**config.mk**
```make
export PLATFORM = sky130hd
export DESIGN_NAME = setpoint_ramp_generator
export DESIGN_NICKNAME = d
export VERILOG_FILES = /design/src/design/srg_pkg.sv /design/src/design/srg_sub.sv /design/src/design/setpoint_ramp_generator.sv
export SDC_FILE = /design/constraint.sdc
export NUM_CORES = 1
export LEC_CHECK = 0
export ABC_AREA = 1
export BUFFER_PORTS_ARGS = -buffer_cell sky130_fd_sc_hd__buf_2
export CAP_MARGIN = 20
export CORE_ASPECT_RATIO = 0.9
export CORE_UTILIZATION = 49
export CTS_BUF_LIST = sky130_fd_sc_hd__clkbuf_4
export DETAILED_ROUTE_END_ITERATION = 7
export PLACE_DENSITY = 0.68
export SLEW_MARGIN = 20
export SYNTH_ARGS = -nofsm -noshare
export SYNTH_HDL_FRONTEND = slang
export SYNTH_SLANG_ARGS = --single-unit
```
**constraint.sdc**
```tcl
create_clock -name clk -period 5.5 [get_ports clk]
set_input_delay 1.1 -clock clk [delete_from_list [all_inputs] [get_ports clk]]
set_output_delay 1.1 -clock clk [all_outputs]
set_load 0.01 [all_outputs]
```
**src/design/srg_pkg.sv**
```systemverilog
// ----------------------------------------------------------------------------
// srg_pkg
// Shared types and constants for the setpoint ramp generator.
// ----------------------------------------------------------------------------
package srg_pkg;

  localparam int PRESSURE_BITS = 16;
  localparam int TIME_BITS     = 32;
  localparam int FRAC_BITS     = 8;
  localparam int CFG_BITS      = 16;
  localparam int CFG_IDX_BITS  = 2;

  // Period in ticks with fraction bits; the remainder needs one bit of headroom.
  localparam int PERIOD_BITS   = PRESSURE_BITS + FRAC_BITS;
  localparam int ACC_BITS      = PERIOD_BITS + 1;
  localparam int CNT_BITS      = $clog2(PERIOD_BITS);

  // Configuration register indexes.
  localparam logic [CFG_IDX_BITS-1:0] CFG_SERVICE_RATE   = CFG_IDX_BITS'(0);
  localparam logic [CFG_IDX_BITS-1:0] CFG_EMERGENCY_RATE = CFG_IDX_BITS'(1);
  localparam logic [CFG_IDX_BITS-1:0] CFG_EMERG_THRESH   = CFG_IDX_BITS'(2);
  localparam logic [CFG_IDX_BITS-1:0] CFG_TIME_STEP      = CFG_IDX_BITS'(3);

  typedef struct packed {
    logic [PRESSURE_BITS-1:0] setting;
    logic [TIME_BITS-1:0]     time_now;
  } in_t;

  typedef struct packed {
    logic [PRESSURE_BITS-1:0] pressure;
    logic                     ramping;
  } out_t;

  typedef enum logic [3:0] {
    ST_IDLE,
    ST_DECIDE,
    ST_DIV,
    ST_ELAP,
    ST_CHECK,
    ST_MD_PREP,
    ST_MD_SHIFT,
    ST_MD_ADD,
    ST_MD_FIN,
    ST_DONE
  } state_t;

endpackage

```
**src/design/srg_sub.sv**
```systemverilog
// ----------------------------------------------------------------------------
// srg_sub
// Shared compare-and-subtract unit used by the divide and scale sequences.
// ----------------------------------------------------------------------------
module srg_sub (
  input  logic [srg_pkg::ACC_BITS-1:0] x,
  input  logic [srg_pkg::ACC_BITS-1:0] y,
  output logic                         ge,
  output logic [srg_pkg::ACC_BITS-1:0] diff
);

  logic [srg_pkg::ACC_BITS:0] wide;

  // Borrow out of the extended subtract gives the compare for free.
  assign wide = {1'b0, x} - {1'b0, y};
  assign ge   = ~wide[srg_pkg::ACC_BITS];
  assign diff = wide[srg_pkg::ACC_BITS-1:0];

endmodule

```
**src/design/setpoint_ramp_generator.sv**
```systemverilog
// ----------------------------------------------------------------------------
// setpoint_ramp_generator
// Linear pressure ramp toward a commanded setting, one result per tick.
// ----------------------------------------------------------------------------
// Steps per request: the first tick passes straight to the result, a setting
// change runs a 24-step restoring divide for the period, a tick once a ramp is
// complete only checks the elapsed time, and a tick mid-ramp also runs 16 bits
// of a two-phase multiply-divide. One request at a time: in_stall stays high
// until the result is in the output register. Reset (rst, synchronous) restores
// the register defaults and clears control and ramp state; payload is not reset.
// ----------------------------------------------------------------------------
module setpoint_ramp_generator (
  input  logic                             clk,
  input  logic                             rst,
  // configuration
  input  logic                             cfg_we,
  input  logic [srg_pkg::CFG_IDX_BITS-1:0] cfg_index,
  input  logic [srg_pkg::CFG_BITS-1:0]     cfg_data,
  // request channel
  input  logic                             in_valid,
  output logic                             in_stall,
  input  srg_pkg::in_t                     in_data,
  // result channel
  output logic                             out_valid,
  input  logic                             out_stall,
  output srg_pkg::out_t                    out_data
);

  localparam int P   = srg_pkg::PRESSURE_BITS;
  localparam int T   = srg_pkg::TIME_BITS;
  localparam int F   = srg_pkg::FRAC_BITS;
  localparam int PB  = srg_pkg::PERIOD_BITS;
  localparam int AB  = srg_pkg::ACC_BITS;
  localparam int CB  = srg_pkg::CNT_BITS;

  // Configuration registers
  logic [srg_pkg::CFG_BITS-1:0] service_rate;
  logic [srg_pkg::CFG_BITS-1:0] emergency_rate;
  logic [srg_pkg::CFG_BITS-1:0] emergency_threshold;
  logic [srg_pkg::CFG_BITS-1:0] time_step;

  // Ramp state
  logic          started;
  logic [P-1:0]  last_setting;
  logic [P-1:0]  ramp_origin;
  logic [P-1:0]  present_pressure;
  logic [PB-1:0] ramp_period;
  logic [T-1:0]  change_time;

  // Captured request
  logic [P-1:0]  setting_r;
  logic [T-1:0]  now_r;

  // Sequencer datapath
  srg_pkg::state_t state, state_next;
  logic [AB-1:0] rem;        // running remainder
  logic [PB-1:0] quo;        // quotient shift / count register
  logic [PB-1:0] shf;        // dividend / multiplier bits, MSB first
  logic [PB-1:0] dvs;        // divisor: rate, then period
  logic [PB-1:0] efx;        // elapsed time, fixed point
  logic [PB-1:0] dlt;        // period - efx, for the add phase
  logic [T-1:0]  elapsed;
  logic [CB-1:0] cnt;
  logic          up_dir;
  logic          ramp_flag;

  // Shared unit hookup
  logic [AB-1:0] su_x, su_y, su_diff;
  logic          su_ge;

  srg_sub u_sub (
    .x    (su_x),
    .y    (su_y),
    .ge   (su_ge),
    .diff (su_diff)
  );

  // Helpers for the decide and check steps
  logic [P-1:0]  gap_now;     // |present - setting|
  logic [P-1:0]  rate_sel;
  logic [P-1:0]  gap_ramp;    // |setting - origin|
  logic          ramp_done;
  logic [PB-1:0] efx_now;
  logic          out_free;

  assign gap_now  = (present_pressure > setting_r) ? present_pressure - setting_r
                                                   : setting_r - present_pressure;
  assign rate_sel = (setting_r > emergency_threshold) ? service_rate : emergency_rate;
  assign gap_ramp = (setting_r >= ramp_origin) ? setting_r - ramp_origin
                                               : ramp_origin - setting_r;
  assign efx_now  = {elapsed[P-1:0], {F{1'b0}}};
  // Ramp is still running only if elapsed fits and elapsed<<F is below the period.
  assign ramp_done = !((elapsed <= T'(ramp_period[PB-1:F])) && (efx_now < ramp_period));
  assign out_free  = !out_valid || !out_stall;

  assign in_stall = (state != srg_pkg::ST_IDLE);

  // Next state
  always_comb begin
    state_next = state;
    unique case (state)
      srg_pkg::ST_IDLE: begin
        if (in_valid) state_next = srg_pkg::ST_DECIDE;
      end
      srg_pkg::ST_DECIDE: begin
        if (!started)                       state_next = srg_pkg::ST_DONE;
        else if (setting_r != last_setting) state_next = srg_pkg::ST_DIV;
        else                                state_next = srg_pkg::ST_ELAP;
      end
      srg_pkg::ST_DIV: begin
        if (cnt == '0) state_next = srg_pkg::ST_DONE;
      end
      srg_pkg::ST_ELAP:     state_next = srg_pkg::ST_CHECK;
      srg_pkg::ST_CHECK: begin
        state_next = ramp_done ? srg_pkg::ST_DONE : srg_pkg::ST_MD_PREP;
      end
      srg_pkg::ST_MD_PREP:  state_next = srg_pkg::ST_MD_SHIFT;
      srg_pkg::ST_MD_SHIFT: state_next = srg_pkg::ST_MD_ADD;
      srg_pkg::ST_MD_ADD: begin
        state_next = (cnt == '0) ? srg_pkg::ST_MD_FIN : srg_pkg::ST_MD_SHIFT;
      end
      srg_pkg::ST_MD_FIN:   state_next = srg_pkg::ST_DONE;
      srg_pkg::ST_DONE: begin
        if (out_free) state_next = srg_pkg::ST_IDLE;
      end
      default:              state_next = srg_pkg::ST_IDLE;
    endcase
  end

  // Shared unit operand selection
  always_comb begin
    su_x = '0;
    su_y = '0;
    unique case (state)
      srg_pkg::ST_DIV: begin
        // restoring divide: bring down the next dividend bit
        su_x = {rem[AB-2:0], shf[PB-1]};
        su_y = AB'(dvs);
      end
      srg_pkg::ST_MD_PREP: begin
        su_x = AB'(dvs);
        su_y = AB'(efx);
      end
      srg_pkg::ST_MD_SHIFT: begin
        su_x = {rem[AB-2:0], 1'b0};
        su_y = AB'(dvs);
      end
      srg_pkg::ST_MD_ADD: begin
        // rem + efx >= period  <=>  rem >= period - efx
        su_x = rem;
        su_y = AB'(dlt);
      end
      default: begin
        su_x = '0;
        su_y = '0;
      end
    endcase
  end

  // State register and control
  always_ff @(posedge clk) begin
    if (rst) begin
      state     <= srg_pkg::ST_IDLE;
      out_valid <= 1'b0;
    end else begin
      state <= state_next;
      if (state == srg_pkg::ST_DONE && out_free) begin
        out_valid <= 1'b1;
      end else if (out_valid && !out_stall) begin
        out_valid <= 1'b0;
      end
    end
  end

  // Configuration writes
  always_ff @(posedge clk) begin
    if (rst) begin
      service_rate        <= srg_pkg::CFG_BITS'(100);
      emergency_rate      <= srg_pkg::CFG_BITS'(1000);
      emergency_threshold <= srg_pkg::CFG_BITS'(5000);
      time_step           <= srg_pkg::CFG_BITS'(1);
    end else if (cfg_we) begin
      unique case (cfg_index)
        srg_pkg::CFG_SERVICE_RATE:   service_rate        <= cfg_data;
        srg_pkg::CFG_EMERGENCY_RATE: emergency_rate      <= cfg_data;
        srg_pkg::CFG_EMERG_THRESH:   emergency_threshold <= cfg_data;
        srg_pkg::CFG_TIME_STEP:      time_step           <= cfg_data;
        default: ;
      endcase
    end
  end

  // Ramp state
  always_ff @(posedge clk) begin
    if (rst) begin
      started          <= 1'b0;
      last_setting     <= '0;
      ramp_origin      <= '0;
      present_pressure <= '0;
      ramp_period      <= '0;
      change_time      <= '0;
    end else begin
      unique case (state)
        srg_pkg::ST_DECIDE: begin
          if (!started) begin
            started          <= 1'b1;
            last_setting     <= setting_r;
            present_pressure <= setting_r;
          end else if (setting_r != last_setting) begin
            change_time  <= now_r;
            last_setting <= setting_r;
            ramp_origin  <= present_pressure;
          end
        end
        srg_pkg::ST_DIV: begin
          if (cnt == '0) ramp_period <= {quo[PB-2:0], su_ge};
        end
        srg_pkg::ST_CHECK: begin
          if (ramp_done) present_pressure <= setting_r;
        end
        srg_pkg::ST_MD_FIN: begin
          present_pressure <= up_dir ? ramp_origin + quo[P-1:0]
                                     : ramp_origin - quo[P-1:0];
        end
        default: ;
      endcase
    end
  end

  // Sequencer datapath (payload, no reset)
  always_ff @(posedge clk) begin
    if (state == srg_pkg::ST_IDLE && in_valid) begin
      setting_r <= in_data.setting;
      now_r     <= in_data.time_now;
    end
    unique case (state)
      srg_pkg::ST_DECIDE: begin
        // flag set here only on a setting change that leaves a gap to close; MD_FIN sets it mid-ramp
        ramp_flag <= started && (setting_r != last_setting)
                     && (present_pressure != setting_r);
        elapsed   <= now_r + T'(time_step);
        rem       <= '0;
        quo       <= '0;
        shf       <= {gap_now, {F{1'b0}}};
        dvs       <= PB'((rate_sel == '0) ? P'(1) : rate_sel);
        cnt       <= CB'(PB - 1);
      end
      srg_pkg::ST_DIV: begin
        rem <= su_ge ? su_diff : su_x;
        quo <= {quo[PB-2:0], su_ge};
        shf <= {shf[PB-2:0], 1'b0};
        cnt <= cnt - CB'(1);
      end
      srg_pkg::ST_ELAP: begin
        elapsed <= elapsed - change_time;
      end
      srg_pkg::ST_CHECK: begin
        efx    <= efx_now;
        dvs    <= ramp_period;
        shf    <= {gap_ramp, {F{1'b0}}};
        up_dir <= (setting_r >= ramp_origin);
        rem    <= '0;
        quo    <= '0;
        cnt    <= CB'(P - 1);
      end
      srg_pkg::ST_MD_PREP: begin
        dlt <= su_diff[PB-1:0];
      end
      srg_pkg::ST_MD_SHIFT: begin
        rem <= su_ge ? su_diff : su_x;
        quo <= {quo[PB-2:0], su_ge};
      end
      srg_pkg::ST_MD_ADD: begin
        if (shf[PB-1]) begin
          rem <= su_ge ? su_diff : rem + AB'(efx);
          if (su_ge) quo <= quo + PB'(1);
        end
        shf <= {shf[PB-2:0], 1'b0};
        cnt <= cnt - CB'(1);
      end
      srg_pkg::ST_MD_FIN: begin
        ramp_flag <= 1'b1;
      end
      default: ;
    endcase
  end

  // Output register
  always_ff @(posedge clk) begin
    if (state == srg_pkg::ST_DONE && out_free) begin
      out_data.pressure <= present_pressure;
      out_data.ramping  <= ramp_flag;
    end
  end

endmodule

```
==> flow_metrics.env, run 1 <==
export IMPL_cp_max_fo=37
export IMPL_switching_share=0.441
export IMPL_root_buffer="clkbuf_4"
export IMPL_grt_max_degree=92
export IMPL_post_dp_hpwl_um=63700
export IMPL_cts_tree="built"
export IMPL_critPathBufInv=5
export IMPL_synth_seq_area_share=0.387
export IMPL_cap_violations=0
export IMPL_internal_power_w=0.00677
export IMPL_yosys_top_cells_count="nand2_1 (749), inv_1 (417), a21oi_1 (363), o21ai_0 (338), nor2_1 (314)"
export IMPL_crit_path_end_kind="register"
export IMPL_final_layout_size_suffix_gt1_frac=0.0897
export IMPL_combPwrFrac=0.413
export IMPL_multiInputGateArea_um2=14500
export IMPL_clockBufferDepth=3
export IMPL_hp_class="in -> reg"
export IMPL_avgSynthCellArea_um2=7.59
export IMPL_port_buffers=89
export IMPL_areaGrowthSynthToFinish_pct=9.14
export IMPL_drc_errors=0
export IMPL_clock_sinks=406
export IMPL_critical_path_top_delay_family="buffers and inverters"
export IMPL_synth_area_leaders="edfxtp_1 (26%), dfxtp_1 (13%), nand2_1 (10%), ha_1 (9.3%), a21oi_1 (6.7%)"
export IMPL_seqCellArea_um2=10500
export IMPL_crit_arrival_ps=5070
export IMPL_initialDrtViolationCount=2843
export IMPL_synthCells=3556
export IMPL_yosysWarningCount=0
export IMPL_synth_top_cell_area_share=0.258
export IMPL_syn_cell_area_um2=27000
export IMPL_worstSetupStartpointType="register"
export IMPL_vdd_drop_max_mv=0.236
export IMPL_syn_nets=3836
export IMPL_min_period_ps=4530
export IMPL_grt_ovfl_total=0
export IMPL_hold_viol_final=0
export IMPL_cp_slowest_stage_delay_ps=540
export IMPL_fill_cells=5350
export IMPL_synth_edf_count=232
export IMPL_clkTransAtPathRegs_ps=70
export IMPL_ys_flop_type="edfxtp_1"
export IMPL_dieHeight_um=225
export IMPL_ys_ff_latch=406
export IMPL_clockPowerShare=0.226
export IMPL_rsz0062_at_grt="no"
export IMPL_cts_max_level=3
export IMPL_post_cts_setup_buffers=0
export IMPL_antenna_found_initial=2
export IMPL_vias=25100
export IMPL_async_reset_ff_frac=0
export IMPL_grt_first_pass_wirelength_um=129000
export IMPL_ant_nets=0
export IMPL_setup_tns_final_ps=0
export IMPL_io_pins=90
export IMPL_drt_first_pass_iters=6
export IMPL_coreArea_um2=54400
export IMPL_crit_chain="nand2_2 -> nor2_8 -> inv_1 -> o21ai_0 -> a21oi_1 -> inv_1 -> ha_1 -> nand2_1 -> inv_1 -> nand3_1 -> o21bai_1 -> nand3b_1 -> nand2_2 -> inv_2 -> o21ai_2 -> buf_4"
export IMPL_power_density_nw_per_um2=411
export IMPL_finalPower_w=0.0121
export IMPL_initial_core_util=0.496
export IMPL_cts_resized=0
export IMPL_final_core_util=0.541
export IMPL_power_switching_w=0.00534
export IMPL_p_seq_frac=0.361
export IMPL_path_class="reg -> reg"
export IMPL_synth_top_area_cell="edfxtp_1"
export IMPL_slowest_stage="dfxtp_1"
export IMPL_layout_setup_ws_ps=965
export IMPL_synth_most_common_cell="nand2_1"
export IMPL_die_area_um2=56000
export IMPL_place_ws_ps=1060
export IMPL_post_drt_wl_per_cell_um=18.7
export IMPL_cpMostUsedCell="inv_1"
export IMPL_tightest_slew_ps=1060
export IMPL_numCtsBuffers=110
export IMPL_wl_um=83700
export IMPL_fin_crit_sh=0.824
export IMPL_viasPerCell=5.61
export IMPL_die_x_um=249
export IMPL_drv_slew=0
export IMPL_crit_required_ps=6040
export IMPL_setup_viol=0
export IMPL_place_congestion=1.00
export IMPL_grt_pass1_vias=22700
export IMPL_cts_hold_buf=0
export IMPL_power_leakage_nw=12.9
export IMPL_num_nets_final=3940
export IMPL_ys_types=57
export IMPL_slew_headroom=0.290
export IMPL_core_rowCount=81
export IMPL_clkLatencyLatePin_ps=950
export IMPL_status="finished, final reports clean"
export IMPL_fin_skew_ps=58.9
export IMPL_grt_use_total=0.297
export IMPL_fmax_mhz=221
-- routing by layer --
layer / global-route usage / vias up / share of wire
met1: 0.452 / 11500 / 0.48
met2: 0.391 / 1165 / 0.38
met3: 0.107 / 102 / 0.13
li1: - / 12300 / -
met5: 0 / - / 0
met4: 0.0679 / 0 / 0.016
-- logic make-up after synthesis --
logic type / synth area share
and+or+nand+nor: 0.212
AOI/OAI and AO/OA: 0.183
buffers and inverters: 0.0780
DFF: 0.387
adders and majority gates: 0.0994
xor gates and xnor gates: 0.0393
muxes: 0.000788
-- power groups by stage --
stage	Combinational, W	Clock [W]	Sequential, W
final	0.00500	0.00274	0.00437
after CTS	0.00486	0.00280	0.00435
after global placement	0.00480	0	0.00441
after global routing	0.00555	0.00295	0.00441
after floorplan	0.00356	0	0.00419
after detailed placement	0.00484	0	0.00441
-- layout make-up --
class | count | share of cell area
diodes | 7 | 0.000595
clock buffers | 152 | 0.0387
clock inverters | 56 | 0.00909
inverters | 427 | 0.0544
multi-input cells | 2607 | 0.491
flip-flops and latches | 406 | 0.355
well taps | 705 | 0.0299
repair buffers | 108 | 0.0211
-- through the flow --
step / cells / instance area (µm²) / hold WS (ps)
final: 4468 / 29500 / 317
after global routing: 4468 / 29500 / 268
after CTS: 4461 / 29400 / 252
after detailed placement: 4253 / 28000 / 448
after global placement: 4252 / 28000 / 442
after floorplan: 3556 / 27000 / 400
-- cells in the final DEF, fill, tap and decap left out, types with 10 or more instances in the layout --
cell type / Yosys / final
xor2_1: 87 / 87
nor2_1: 314 / 309
a22o_1: 16 / 16
o21ai_1: 19 / 19
a31oi_1: 21 / 21
xnor2_1: 34 / 34
o21ai_0: 338 / 337
edfxtp_1: 232 / 232
nand4_1: 24 / 24
a221oi_1: 10 / 10
o21bai_1: 26 / 26
nand2_2: 10 / 11
buf_2: 17 / 89
clkbuf_4: 0 / 152
a21oi_1: 363 / 362
nand2_1: 749 / 748
a21o_1: 20 / 20
nor3_1: 47 / 46
buf_4: 5 / 17
clkinv_2: 0 / 14
nor4_1: 14 / 14
o211ai_1: 25 / 25
dfxtp_1: 174 / 174
ha_1: 200 / 200
nand3_1: 187 / 187
inv_1: 417 / 416
clkinv_1: 0 / 36
inv_2: 10 / 11
or2_2: 10 / 10
o22ai_1: 18 / 18
-- registers in the layout (all words and copies together), names as in the netlist, 17 cells and up --
| name | cells |
|---|---|
| now_r | 32 |
| change_time | 32 |
| ramp_period | 24 |
| rem | 25 |
| dvs | 24 |
| dlt | 24 |
| out_data | 17 |
| quo | 23 |
| elapsed | 32 |
-- worst paths after layout --
| check | from | to | slack [ps] | cells after the start |
|---|---|---|---|---|
| hold / removal | in_data[30] | now_r[30]$_DFFE_PP_ | 320 | 1 |
| hold reg to reg | change_time[23]$_SDFFE_PP0P_ | change_time[23]$_SDFFE_PP0P_ | 460 | 2 |
| setup / recovery | state[1]$_SDFFE_PP0P_ | rem[5]$_DFFE_PP_ | 970 | 16 |
| setup reg to reg | state[1]$_SDFFE_PP0P_ | rem[5]$_DFFE_PP_ | 970 | 16 |
Power figures use the tool's default switching activity.
==> run 2: changes to the inputs <==
- ABC_AREA: 1 -> 0
- PLACE_DENSITY: 0.68 -> 0.65
- clock period: 5.5 -> 4.4 ns (I/O delays scaled with it)
==> run 2 against run 1 <==
  * Register-to-register slack got worse by 740 ps
  * Sequential share of layout area increased by 0.76 points
  * Combinational power increased by 21%
  * Via count decreased by 9.9%
  * Fmax increased by 8.6%
  * Clock-buffer cell count increased by 14
  * Synthesized cell count decreased by 17%
  * Synthesized area decreased by 4.2%
  * Critical path depth increased by 2
  * Largest cell class unchanged
==> flow_metrics.env, run 2 <==
export IMPL_cts_tree="built"
export IMPL_syn_nets=3216
export IMPL_drc_errors=0
export IMPL_mostFrequentLayoutCells="nand2_1 (490), a21oi_1 (333), edfxtp_1 (232), ha_1 (200), dfxtp_1 (173)"
export IMPL_r2r_start="state[3]$_SDFFE_PP0P_"
export IMPL_power_density_nw_per_um2=516
export IMPL_setup_viol=0
export IMPL_post_dp_hpwl_um=56000
export IMPL_ant_nets=0
export IMPL_power_leakage_nw=11.4
export IMPL_synth_edf_count=232
export IMPL_coreArea_um2=51900
export IMPL_grt_max_degree=84
export IMPL_crit_required_ps=4990
export IMPL_synth_compound_area_frac=0.201
export IMPL_root_buffer="clkbuf_4"
export IMPL_async_reset_ff_frac=0
export IMPL_cp_max_fo=4
export IMPL_io_pins=90
export IMPL_grt_first_pass_wirelength_um=117000
export IMPL_path_class="reg -> reg"
export IMPL_vdd_drop_max_mv=0.302
export IMPL_place_congestion=0.967
export IMPL_cts_max_level=3
export IMPL_synth_xor_area_share=0.0548
export IMPL_layout_commonest_cell="nand2_1"
export IMPL_die_x_um=244
export IMPL_drt_first_pass_iters=6
export IMPL_areaGrowthSynthToFinish_pct=11.5
export IMPL_worst_hold_slack_ps=140
export IMPL_slew_headroom=0.251
export IMPL_core_rowCount=79
export IMPL_reg_top3="change_time (32), elapsed (32), now_r (32)"
export IMPL_wl_um=75600
export IMPL_post_drt_wl_per_cell_um=19.6
export IMPL_crit_path_end_kind="register"
export IMPL_layout_setup_ws_ps=226
export IMPL_clockBufferDepth=3
export IMPL_grt_ovfl_total=0
export IMPL_clkLatencyLatePin_ps=920
export IMPL_clock_sinks=406
export IMPL_initialDrtViolationCount=2406
export IMPL_fin_crit_sh=0.949
export IMPL_crit_chain="inv_1 -> nand2_1 -> nor2_4 -> a32o_1 -> a21oi_1 -> ha_1 -> inv_1 -> fa_1 -> a21o_1 -> a221o_1 -> o221ai_1 -> o21ai_0 -> o211ai_1 -> a2111oi_0 -> a311oi_1 -> nor2_1 -> a21oi_1 -> o22ai_1"
export IMPL_status="finished, final reports clean"
export IMPL_ys_types=83
export IMPL_syn_cell_area_um2=25900
export IMPL_synth_top_cell_area_share=0.269
export IMPL_yosys_top_cells_count="nand2_1 (491), a21oi_1 (340), edfxtp_1 (232), ha_1 (200), dfxtp_1 (174)"
export IMPL_crit_path_start="state[3]$_SDFFE_PP0P_"
export IMPL_synthSimpleGateAreaFrac=0.167
export IMPL_hold_viol_final=0
export IMPL_final_layout_size_suffix_gt1_frac=0.126
export IMPL_clkTransAtPathRegs_ps=60
export IMPL_synth_top_family_by_area="compound AO/OA/AOI/OAI gates"
export IMPL_setup_tns_final_ps=0
export IMPL_cap_violations=0
export IMPL_synth_area_leaders="edfxtp_1 (27%), dfxtp_1 (13%), ha_1 (9.7%), nand2_1 (7.1%), a21oi_1 (6.6%)"
export IMPL_fin_skew_ps=77.8
export IMPL_hp_class="in -> reg"
export IMPL_synth_top_area_cell="edfxtp_1"
export IMPL_cp_slowest_stage_delay_ps=410
export IMPL_finalPower_w=0.0149
export IMPL_place_ws_ps=-12.6
export IMPL_ys_ff_latch=406
export IMPL_grt_pass1_vias=21000
export IMPL_die_area_um2=53700
export IMPL_rsz0062_at_grt="no"
export IMPL_grt_use_total=0.277
export IMPL_dieHeight_um=220
export IMPL_avgSynthCellArea_um2=8.81
export IMPL_synth_seq_area_share=0.404
export IMPL_vias=22600
export IMPL_numCtsBuffers=108
export IMPL_synthAdderAreaFrac=0.104
export IMPL_yosysWarningCount=0
export IMPL_drv_slew=0
export IMPL_crit_arrival_ps=4770
export IMPL_tightest_slew_ps=1120
export IMPL_worstHoldStart="in_data[39]"
export IMPL_ys_flop_type="edfxtp_1"
export IMPL_worstSetupStartpointType="register"
export IMPL_synth_most_common_cell="nand2_1"
export IMPL_fmax_mhz=240
export IMPL_num_nets_final=3351
export IMPL_antenna_found_initial=4
export IMPL_viasPerCell=5.86
export IMPL_synthCells=2936
export IMPL_synthMuxAreaShare=0.0234
export IMPL_initial_core_util=0.498
export IMPL_min_period_ps=4170
export IMPL_slowest_stage="fa_1"
export IMPL_port_buffers=89
[run 2: repair_timing]
action,4_1_cts,5_1_grt
cloned,0,1
hold buffers,0,0
pin swaps,0,5
buffers inserted,0,5
setup endpoints to repair,8,55
resized for setup,1,8
[run 2: logic make-up after synthesis]
| family | Yosys count |
|---|---|
| AND/OR/NAND/NOR | 961 |
| adder cells (fa/ha/maj) | 209 |
| multiplexers | 60 |
| buffers and inverters | 310 |
| AO/OA/AOI/OAI | 828 |
| XOR/XNOR | 162 |
| flip-flops | 406 |
[run 2: final timing paths]
check / to / slack [ps] / depth (start not counted)
max: rem[22]$_DFFE_PP_ / 230 / 18
min: setting_r[7]$_DFFE_PP_ / 140 / 1
max reg2reg: rem[22]$_DFFE_PP_ / 230 / 18
min reg2reg: out_data[0]$_DFFE_PP_ / 440 / 0
[run 2: through the flow]
stage / cells / cell area (µm²) / util
floorplan: 2936 / 25900 / -
global placement: 3643 / 27300 / 0.526
detailed placement: 3643 / 27300 / 0.526
CTS: 3846 / 28700 / 0.554
global route: 3855 / 28800 / 0.556
finish: 3855 / 28800 / 0.556
[run 2: where the power goes]
| group | switching [W] | internal (W) |
|---|---|---|
| clock | 0.00167 | 0.00174 |
| sequential | 0.000588 | 0.00482 |
| combinational | 0.00358 | 0.00248 |
[run 2: area by class of cell]
class	count	area, µm²
clock inverters	37	188
inverters	166	623
well taps	688	861
flip-flops and latches	406	10500
fillers	4760	23000
diodes	3	7.51
clock buffers	166	1250
multi-input cells	2220	14300
repair buffers	169	1140
[run 2: layer usage]
layer | GRT usage | vias to the layer above | part of all wire
met2 | 0.400 | 880 | 0.41
met4 | 0.0767 | 2 | 0.020
met3 | 0.0531 | 106 | 0.087
li1 | - | 10900 | -
met1 | 0.417 | 10700 | 0.48
met5 | 0 | - | 0.00017
[run 2: critical path, delay by kind of cell, from the launching register on]
| family | cells | cell delay, ps |
|---|---|---|
| buffers and inverters | 2 | 150 |
| DFF | 1 | 350 |
| AOI/OAI and AO/OA | 11 | 2440 |
| and+or+nand+nor | 3 | 340 |
| adders and majority gates | 2 | 610 |
